**config.mk**
```make
export PLATFORM = sky130hd
export DESIGN_NAME = quadrature_decoder_velocity
export DESIGN_NICKNAME = d
export VERILOG_FILES = /design/src/hdl/qdv_pkg.sv /design/src/hdl/quadrature_decoder_velocity.sv
export SDC_FILE = /design/constraint.sdc
export NUM_CORES = 2
export LEC_CHECK = 0
export ABC_AREA = 1
export BUFFER_PORTS_ARGS = -buffer_cell sky130_fd_sc_hd__buf_2
export CAP_MARGIN = 20
export CORE_MARGIN = 3
export CORE_UTILIZATION = 40
export DETAILED_ROUTE_END_ITERATION = 10
export GPL_TIMING_DRIVEN = 0
export PLACE_DENSITY = 0.62
export SLEW_MARGIN = 0
export SYNTH_ARGS = -nofsm -noshare
export SYNTH_HDL_FRONTEND = slang
export SYNTH_SLANG_ARGS = --single-unit
```
**constraint.sdc**
```tcl
create_clock -name clock -period 11.01 [get_ports clock]
set_input_delay 2.202 -clock clock [delete_from_list [all_inputs] [get_ports clock]]
set_output_delay 2.202 -clock clock [all_outputs]
set_load 0.005 [all_outputs]
```
**src/hdl/qdv_pkg.sv**
```systemverilog
// Shared types, widths and constants for the quadrature decoder with velocity.
// Used by the top level and by its port checker; depends on nothing else.
`timescale 1ns / 1ps

package qdv_pkg;

   // Field and register widths
   localparam int COUNT_W    = 32;
   localparam int TS_W       = 32;
   localparam int VEL_W      = 48;
   localparam int STEP_W     = 2;
   localparam int PPR_W      = 16;
   localparam int ALPHA_W    = 17;
   localparam int FRAC_W     = 16;
   localparam int CSR_IDX_W  = 2;
   localparam int CSR_DATA_W = 17;

   // Shared multiplier: 32 x 17 bits, the magnitude is fed in 24-bit chunks
   localparam int MUL_A_W = 32;
   localparam int MUL_B_W = 17;
   localparam int MUL_P_W = MUL_A_W + MUL_B_W;
   localparam int CHUNK_W = 24;
   localparam int ACC_W   = MUL_P_W + CHUNK_W + 1;

   // 2*pi*1e6*65536, rounded: angle per count times microseconds, in Q.16
   localparam int                    SPEED_NUM_W = 39;
   localparam logic [SPEED_NUM_W-1:0] SPEED_NUM   = 39'd411774832291;

   localparam logic [ALPHA_W-1:0] ALPHA_ONE  = 17'd65536;
   localparam logic [FRAC_W-1:0]  ROUND_HALF = 16'd32768;

   // Reset values of the configuration registers
   localparam logic [PPR_W-1:0]   PPR_RESET   = 16'd1024;
   localparam logic [ALPHA_W-1:0] ALPHA_RESET = 17'd6554;

   // Operation codes of an input item
   localparam logic OP_SAMPLE = 1'b0;
   localparam logic OP_ZERO   = 1'b1;

   // Configuration register indexes
   localparam logic [CSR_IDX_W-1:0] CSR_INVERT = 2'd0;
   localparam logic [CSR_IDX_W-1:0] CSR_PPR    = 2'd1;
   localparam logic [CSR_IDX_W-1:0] CSR_ALPHA  = 2'd2;

   // Step codes
   localparam logic signed [STEP_W-1:0] STEP_NONE = 2'sb00;
   localparam logic signed [STEP_W-1:0] STEP_FWD  = 2'sb01;
   localparam logic signed [STEP_W-1:0] STEP_REV  = 2'sb11;

   // x4 transition table, indexed by previous levels then current levels (A high, B low).
   // Double-step transitions and no change give no step.
   function automatic logic signed [STEP_W-1:0] step_lookup(input logic [3:0] idx);
      logic signed [STEP_W-1:0] res;
      case (idx)
         4'd1, 4'd7, 4'd8, 4'd14: res = STEP_REV;
         4'd2, 4'd4, 4'd11, 4'd13: res = STEP_FWD;
         default: res = STEP_NONE;
      endcase
      return res;
   endfunction

endpackage

```
**src/hdl/quadrature_decoder_velocity.sv**
```systemverilog
// Top level of the x4 quadrature decoder with filtered angular velocity.
// Depends on qdv_pkg; holds the sequencer, the shared multiplier and the divider.
`timescale 1ns / 1ps
//
//  Channel | Direction | Handshake             | Content
//  --------+-----------+-----------------------+------------------------------------------
//  req_    | in        | req_valid / req_stall | operation, levels A/B, timestamp (us)
//  rsp_    | out       | rsp_valid / rsp_stall | position count, velocity Q31.16, step
//  csr_    | in        | csr_write             | index 0 invert, 1 pulses/rev, 2 alpha
//
//  A zero operation, a sample without a step, or a step whose gap is out of range
//  gives its result in the cycle after acceptance.
//  A step with a valid gap goes on through the shared multiplier, the one-bit-per-cycle
//  restoring divider that forms the speed, and the alpha filter blend.
//  One item is in work at a time; req_stall is high while the sequencer is busy
//  and while a finished result waits on rsp_stall.
//  Reset is synchronous and active high; it restores the registers and clears state.

module quadrature_decoder_velocity
   import qdv_pkg::*;
#(
   parameter int MAX_GAP_US = 1000000,
   parameter int MIN_GAP_US = 100
) (
   input  logic                        clock,
   input  logic                        reset,
   // Input items
   input  logic                        req_valid,
   output logic                        req_stall,
   input  logic                        req_operation,
   input  logic                        req_level_a,
   input  logic                        req_level_b,
   input  logic [TS_W-1:0]             req_timestamp_us,
   // Result items
   output logic                        rsp_valid,
   input  logic                        rsp_stall,
   output logic signed [COUNT_W-1:0]   rsp_position_count,
   output logic signed [VEL_W-1:0]     rsp_velocity,
   output logic signed [STEP_W-1:0]    rsp_step,
   // Configuration writes
   input  logic                        csr_write,
   input  logic [CSR_IDX_W-1:0]        csr_index,
   input  logic [CSR_DATA_W-1:0]       csr_data
);

   // Derived widths: the gap, the divisor, the dividend and the divider counter
   localparam int GAP_TOP = (MAX_GAP_US > MIN_GAP_US) ? MAX_GAP_US : MIN_GAP_US + 1;
   localparam int DT_W    = $clog2(GAP_TOP);
   localparam int DEN_W   = PPR_W + DT_W;
   localparam int NUM_W   = ((DEN_W - 1 > SPEED_NUM_W) ? DEN_W - 1 : SPEED_NUM_W) + 1;
   localparam int CNT_W   = $clog2(NUM_W);

   typedef enum logic [9:0] {
      S_IDLE    = 10'b00_0000_0001,
      S_MUL_DEN = 10'b00_0000_0010,
      S_PREP    = 10'b00_0000_0100,
      S_DIV     = 10'b00_0000_1000,
      S_DIFF    = 10'b00_0001_0000,
      S_MUL_LO  = 10'b00_0010_0000,
      S_MUL_HI  = 10'b00_0100_0000,
      S_ACC     = 10'b00_1000_0000,
      S_BLEND   = 10'b01_0000_0000,
      S_DONE    = 10'b10_0000_0000
   } state_type;

   // Control and model state
   state_type              state_ff, state_in;
   logic                   invert_ff, invert_in;
   logic [PPR_W-1:0]       ppr_ff, ppr_in;
   logic [ALPHA_W-1:0]     alpha_ff, alpha_in;
   logic [1:0]             prev_ff, prev_in;
   logic [COUNT_W-1:0]     count_ff, count_in;
   logic [TS_W-1:0]        last_time_ff, last_time_in;
   logic [VEL_W-1:0]       vel_ff, vel_in;
   logic                   rsp_valid_ff, rsp_valid_in;

   // Working registers of the sequencer
   logic [DT_W-1:0]        dt_ff, dt_in;
   logic                   step_neg_ff, step_neg_in;
   logic [STEP_W-1:0]      hold_step_ff, hold_step_in;
   logic [DEN_W-1:0]       den_ff, den_in;
   logic [DEN_W-1:0]       rem_ff, rem_in;
   logic [NUM_W-1:0]       num_ff, num_in;
   logic [CNT_W-1:0]       div_cnt_ff, div_cnt_in;
   logic                   diff_neg_ff, diff_neg_in;
   logic [VEL_W-1:0]       mag_ff, mag_in;
   logic [MUL_P_W-1:0]     prod_ff, prod_in;
   logic [ACC_W-1:0]       acc_ff, acc_in;

   // Result registers
   logic [COUNT_W-1:0]     out_count_ff, out_count_in;
   logic [VEL_W-1:0]       out_vel_ff, out_vel_in;
   logic [STEP_W-1:0]      out_step_ff, out_step_in;

   // Combinational helpers
   logic                       req_accept;
   logic                       out_free;
   logic [1:0]                 cur_levels;
   logic signed [STEP_W-1:0]   table_step;
   logic signed [STEP_W-1:0]   step_inv;
   logic [COUNT_W-1:0]         count_step;
   logic [TS_W-1:0]            dt_raw;
   logic                       dt_ok;
   logic [DT_W-1:0]            dt_clamp;
   logic [PPR_W-1:0]           ppr_eff;
   logic [ALPHA_W-1:0]         alpha_eff;
   logic [MUL_A_W-1:0]         mul_a;
   logic [MUL_B_W-1:0]         mul_b;
   logic [MUL_P_W-1:0]         mul_p;
   logic [DEN_W:0]             trial;
   logic [DEN_W:0]             trial_sub;
   logic [VEL_W-1:0]           inst_mag;
   logic [VEL_W-1:0]           inst_vel;
   logic [VEL_W:0]             diff;
   logic [VEL_W:0]             diff_abs;
   logic [VEL_W-1:0]           delta;

   // Handshake
   assign out_free   = !rsp_valid_ff || !rsp_stall;
   assign req_stall  = (state_ff != S_IDLE) || !out_free;
   assign req_accept = req_valid && !req_stall;

   // Step decode and count update for the item on the input
   assign cur_levels = {req_level_a, req_level_b};
   assign table_step = step_lookup({prev_ff, cur_levels});
   assign step_inv   = invert_ff ? -table_step : table_step;
   assign count_step = count_ff + {{(COUNT_W - STEP_W){step_inv[STEP_W-1]}}, step_inv};

   // Gap since the last step, with the lower clamp
   assign dt_raw   = req_timestamp_us - last_time_ff;
   assign dt_ok    = (dt_raw != '0) && (dt_raw < TS_W'(MAX_GAP_US));
   assign dt_clamp = (dt_raw < TS_W'(MIN_GAP_US)) ? DT_W'(MIN_GAP_US) : dt_raw[DT_W-1:0];

   // Register values as the arithmetic uses them
   assign ppr_eff   = (ppr_ff == '0) ? PPR_W'(1) : ppr_ff;
   assign alpha_eff = (alpha_ff > ALPHA_ONE) ? ALPHA_ONE : alpha_ff;

   // Shared multiplier: gap times pulses, then the two chunks of the error times alpha
   always_comb begin
      unique case (state_ff)
         S_MUL_DEN: begin
            mul_a = MUL_A_W'(dt_ff);
            mul_b = MUL_B_W'(ppr_eff);
         end
         S_MUL_LO: begin
            mul_a = MUL_A_W'(mag_ff[CHUNK_W-1:0]);
            mul_b = alpha_eff;
         end
         S_MUL_HI: begin
            mul_a = MUL_A_W'(mag_ff[VEL_W-1:CHUNK_W]);
            mul_b = alpha_eff;
         end
         default: begin
            mul_a = '0;
            mul_b = '0;
         end
      endcase
   end
   assign mul_p = mul_a * mul_b;

   // Restoring divider step: one quotient bit per cycle
   assign trial     = {rem_ff, num_ff[NUM_W-1]};
   assign trial_sub = trial - {1'b0, den_ff};

   // Instantaneous speed with its sign, and the error against the filtered value
   assign inst_mag = VEL_W'(num_ff);
   assign inst_vel = step_neg_ff ? -inst_mag : inst_mag;
   assign diff     = {inst_vel[VEL_W-1], inst_vel} - {vel_ff[VEL_W-1], vel_ff};
   assign diff_abs = diff[VEL_W] ? -diff : diff;
   assign delta    = acc_ff[FRAC_W +: VEL_W];

   // Sequencer and state update
   always_comb begin
      state_in     = state_ff;
      invert_in    = invert_ff;
      ppr_in       = ppr_ff;
      alpha_in     = alpha_ff;
      prev_in      = prev_ff;
      count_in     = count_ff;
      last_time_in = last_time_ff;
      vel_in       = vel_ff;
      rsp_valid_in = rsp_valid_ff;
      dt_in        = dt_ff;
      step_neg_in  = step_neg_ff;
      hold_step_in = hold_step_ff;
      den_in       = den_ff;
      rem_in       = rem_ff;
      num_in       = num_ff;
      div_cnt_in   = div_cnt_ff;
      diff_neg_in  = diff_neg_ff;
      mag_in       = mag_ff;
      prod_in      = prod_ff;
      acc_in       = acc_ff;
      out_count_in = out_count_ff;
      out_vel_in   = out_vel_ff;
      out_step_in  = out_step_ff;

      // A result taken frees the output register
      if (rsp_valid_ff && !rsp_stall) begin
         rsp_valid_in = 1'b0;
      end

      // Configuration writes; indexes beyond the list are ignored
      if (csr_write) begin
         unique case (csr_index)
            CSR_INVERT: invert_in = csr_data[0];
            CSR_PPR:    ppr_in    = csr_data[PPR_W-1:0];
            CSR_ALPHA:  alpha_in  = csr_data[ALPHA_W-1:0];
            default: ;
         endcase
      end

      unique case (state_ff)
         S_IDLE: begin
            if (req_accept) begin
               if (req_operation == OP_ZERO) begin
                  count_in     = '0;
                  out_count_in = '0;
                  out_vel_in   = vel_ff;
                  out_step_in  = STEP_NONE;
                  rsp_valid_in = 1'b1;
               end else begin
                  prev_in = cur_levels;
                  if (table_step != STEP_NONE) begin
                     count_in     = count_step;
                     last_time_in = req_timestamp_us;
                     if (dt_ok) begin
                        dt_in        = dt_clamp;
                        step_neg_in  = step_inv[STEP_W-1];
                        hold_step_in = step_inv;
                        state_in     = S_MUL_DEN;
                     end else begin
                        out_count_in = count_step;
                        out_vel_in   = vel_ff;
                        out_step_in  = step_inv;
                        rsp_valid_in = 1'b1;
                     end
                  end else begin
                     out_count_in = count_ff;
                     out_vel_in   = vel_ff;
                     out_step_in  = STEP_NONE;
                     rsp_valid_in = 1'b1;
                  end
               end
            end
         end
         S_MUL_DEN: begin
            den_in   = mul_p[DEN_W-1:0];
            state_in = S_PREP;
         end
         S_PREP: begin
            // Dividend carries half the divisor so that the quotient rounds half up
            num_in     = NUM_W'(SPEED_NUM) + NUM_W'(den_ff >> 1);
            rem_in     = '0;
            div_cnt_in = CNT_W'(NUM_W - 1);
            state_in   = S_DIV;
         end
         S_DIV: begin
            if (!trial_sub[DEN_W]) begin
               rem_in = trial_sub[DEN_W-1:0];
               num_in = {num_ff[NUM_W-2:0], 1'b1};
            end else begin
               rem_in = trial[DEN_W-1:0];
               num_in = {num_ff[NUM_W-2:0], 1'b0};
            end
            if (div_cnt_ff == '0) begin
               state_in = S_DIFF;
            end else begin
               div_cnt_in = div_cnt_ff - CNT_W'(1);
            end
         end
         S_DIFF: begin
            diff_neg_in = diff[VEL_W];
            mag_in      = diff_abs[VEL_W-1:0];
            state_in    = S_MUL_LO;
         end
         S_MUL_LO: begin
            prod_in  = mul_p;
            state_in = S_MUL_HI;
         end
         S_MUL_HI: begin
            acc_in   = ACC_W'(prod_ff) + ACC_W'(ROUND_HALF);
            prod_in  = mul_p;
            state_in = S_ACC;
         end
         S_ACC: begin
            acc_in   = acc_ff + (ACC_W'(prod_ff) << CHUNK_W);
            state_in = S_BLEND;
         end
         S_BLEND: begin
            vel_in   = diff_neg_ff ? (vel_ff - delta) : (vel_ff + delta);
            state_in = S_DONE;
         end
         S_DONE: begin
            if (out_free) begin
               out_count_in = count_ff;
               out_vel_in   = vel_ff;
               out_step_in  = hold_step_ff;
               rsp_valid_in = 1'b1;
               state_in     = S_IDLE;
            end
         end
         default: state_in = S_IDLE;
      endcase
   end

   // Control and model state, cleared by reset
   always_ff @(posedge clock) begin
      if (reset) begin
         state_ff     <= S_IDLE;
         invert_ff    <= 1'b0;
         ppr_ff       <= PPR_RESET;
         alpha_ff     <= ALPHA_RESET;
         prev_ff      <= '0;
         count_ff     <= '0;
         last_time_ff <= '0;
         vel_ff       <= '0;
         rsp_valid_ff <= 1'b0;
      end else begin
         state_ff     <= state_in;
         invert_ff    <= invert_in;
         ppr_ff       <= ppr_in;
         alpha_ff     <= alpha_in;
         prev_ff      <= prev_in;
         count_ff     <= count_in;
         last_time_ff <= last_time_in;
         vel_ff       <= vel_in;
         rsp_valid_ff <= rsp_valid_in;
      end
   end

   // Working and result registers
   always_ff @(posedge clock) begin
      dt_ff        <= dt_in;
      step_neg_ff  <= step_neg_in;
      hold_step_ff <= hold_step_in;
      den_ff       <= den_in;
      rem_ff       <= rem_in;
      num_ff       <= num_in;
      div_cnt_ff   <= div_cnt_in;
      diff_neg_ff  <= diff_neg_in;
      mag_ff       <= mag_in;
      prod_ff      <= prod_in;
      acc_ff       <= acc_in;
      out_count_ff <= out_count_in;
      out_vel_ff   <= out_vel_in;
      out_step_ff  <= out_step_in;
   end

   assign rsp_valid          = rsp_valid_ff;
   assign rsp_position_count = out_count_ff;
   assign rsp_velocity       = out_vel_ff;
   assign rsp_step           = out_step_ff;

endmodule

```
==> flow_summary.ini <==
[worst_setup_path]
crit_path_top_delay_cell = fa_1
critical-path-top-delay-family = adder cells
cp_common_cell = fa_1
critical_path_class = register to register
start_kind = register
worst_setup_path_end_kind = register
max_stage_delay_ps = 550
crit_arrival_ps = 9740
cp_max_fo = 12
crit_buf_inv = 8
required_ps = 11430

[place]
placed_area_um2 = 57200
hpwlAfterDp_um = 162000
gp_congestion = 1.01
pre_cts_slack_ps = 1290
port_buffers = 140

[power]
p_total_mw = 6.34
seq_power_share = 0.380
comb_power_share = 0.271
power.density_nw_per_um2 = 107
switching_share = 0.342
power.share.clock = 0.348
leakagePower_nw = 28.7
internal-power_mw = 4.17
peakVddDrop_mv = 0.121
switching_power_mw = 2.17

[die]
rows = 134
pin_count = 143
die_h_um = 374
core_area_um2 = 134000
die_x_um = 374
start_util = 0.404
die_area_um2 = 140000

[sta]
period_share = 0.847
fin_crit_ps = 9320
fmax_mhz = 107
setup_viol = 0
hold_viol = 0
slew_viol_final = 0
slew_headroom = 0.172
worstMarginPinSlew_ps = 1230
tns_ps = 0
rsz0062_at_grt = false
fin_skew_ps = 49.3
timing.final.ws_setup_ps = 1690

[global_routing]
grt_overflow = 0
antenna_found_initial = 10
grt_max_degree = 74
grt_pass1_wl_um = 293000
track_usage = 0.271
grt_pass1_vias = 49200

[clocking]
htree_levels = 3
cts_sinks = 522
cts-root-buf = clkbuf_16
postCtsHoldBufs = 0
clockBufferDepth = 3
clock_latency_ps = 670
cts_tree = yes
cts_made_buffers = 66
clk_pin_slew_ps = 60
cts-resized-gates = 0
post_cts_buffers = 0

[yosys]
synth_cells = 7527
ys_types = 62
synth_ff_type = edfxtp_1
synth-edff-count = 363
synth_area_um2 = 54000
async_reset_ff_frac = 0
synth_fp_nets = 8289
synth.avg_cell_area_um2 = 7.18
synth-warning-count = 0
ys_ff_latch = 522
synth_seq_area_share = 0.261

[drt]
dr_total_vias = 51600
dr.first_iter.drc_count = 4830
ant_nets = 0
post_drt_wl_per_cell_um = 20.3
dr.pass1.iters = 6
finalWirelength_um = 194000
vias_per_cell = 5.39
route.detailed.drc = 0

[layout]
final_area_um2 = 59400
n_fill_cell = 14000
syn_to_final_growth_pct = 9.98
layout-drive-gt1-share = 0.0514
final_util = 0.444
layout.area.seq_um2 = 14100
multi_input_area_um2 = 33900
nets = 8515

[worst_hold_path]
hold_class = register to register

[run]
maxCapViolations = 0

[outcome]
outcome = complete, no violations
-- cells in the final DEF, fill, tap and decap left out, types with 14 or more instances in the layout --
cell type	count
ha_1	367
nor4_1	40
o21ai_1	17
o21a_1	29
fa_1	336
xor2_1	191
a22o_1	20
nand4_1	97
buf_2	173
inv_2	22
a21oi_1	494
a31oi_1	67
nor2_1	817
nand2_1	1775
o211ai_1	24
dfxtp_1	159
o21bai_1	21
clkbuf_1	115
o21ai_0	350
or2_2	23
a211oi_1	41
edfxtp_1	363
a21o_1	22
nor3_1	93
inv_1	1426
xnor2_1	99
clkbuf_16	68
o221ai_1	14
nand3_1	306
nand3b_1	21
nand2_2	15
-- synthesized netlist by cell type (all sizes together) (29+ instances only) --
cell type  count  share of area
nand2       1791           0.13
inv         1449           0.10
nor2         833          0.059
a21oi        496          0.046
o21ai        370          0.034
ha           367          0.085
edfxtp       363           0.20
fa           336           0.12
nand3        310          0.029
xor2         191          0.031
dfxtp        159          0.059
clkbuf       103         0.0072
nor3         103          0.010
xnor2         99          0.016
nand4         97          0.011
a31oi         67         0.0078
buf           46         0.0041
nor4          44         0.0053
a211oi        41         0.0057
o21a          29         0.0040
-- path summary, 6_finish.rpt --
kind	from	end	slack, ps	depth (start not counted)
hold reg to reg	vel_ff[47]	rsp_velocity[47]	440	0
hold / removal	vel_ff[47]	rsp_velocity[47]	440	0
setup reg to reg	state_ff[8]	prod_ff[34]	1690	31
setup / recovery	state_ff[8]	prod_ff[34]	1690	31
-- cell families (layout without fill, tap and decap cells) --
group           Yosys count  after routing  share of synthesized area
buf+inv                1603           1880                      0.112
compound gates         1162           1162                      0.122
fa+ha+maj               703            703                      0.209
simple gates           3244           3244                      0.248
other cells               0              6                          0
mux                       3              3                   0.000625
flops                   522            522                      0.261
xor+xnor                290            290                     0.0470
-- worst reg2reg max path, delay by kind of cell (launching register included) --
kind	cells	cell delay, ps
buffers and inverters	8	1360
adder cells (fa/ha/maj)	7	3580
flip-flops	1	360
AO/OA/AOI/OAI	6	1420
AND/OR/NAND/NOR	9	2010
XOR/XNOR	1	350
-- cell type report --
class	instances	area share
repair buffers	158	0.0160
clock inverters	37	0.00665
diodes	6	0.000253
plain buffers	149	0.0102
well taps	1768	0.0372
inverters	1454	0.0919
clock buffers	82	0.0297
flip-flops and latches	522	0.237
multi-input cells	5402	0.571
-- power groups by stage --
stage	logic, mW	clock network, mW	registers [mW]
after CTS	1.70	2.26	2.41
after global placement	1.65	0	2.46
after detailed placement	1.69	0	2.45
after floorplan	1.09	0	2.46
after global routing	1.91	2.33	2.43
final	1.72	2.21	2.41
-- routing by layer --
layer	global-route usage	vias up	share of wire
li1	-	24600	-
met2	0.432	2056	0.44
met5	0	-	0
met1	0.376	24700	0.44
met4	0.0958	0	0.038
met3	0.0392	326	0.078
-- state kept, by name, summed over array words and instances (netlist names), 10 cells and up --
name,count
vel_ff,48
num_ff,40
prod_ff,44
state_ff,10
dt_ff,20
alpha_ff,17
ppr_ff,16
count_ff,32
rsp_position_count,32
mag_ff,48
den_ff,36
rsp_velocity,48
last_time_ff,32
acc_ff,48
rem_ff,36
-- stage by stage --
step / instances / hold WS (ps)
after detailed placement: 9451 / 422
after floorplan: 7527 / 408
final: 9578 / 438
after global placement: 9435 / 418
after CTS: 9570 / 435
after global routing: 9576 / 453
(Power assumes the default switching activity.)
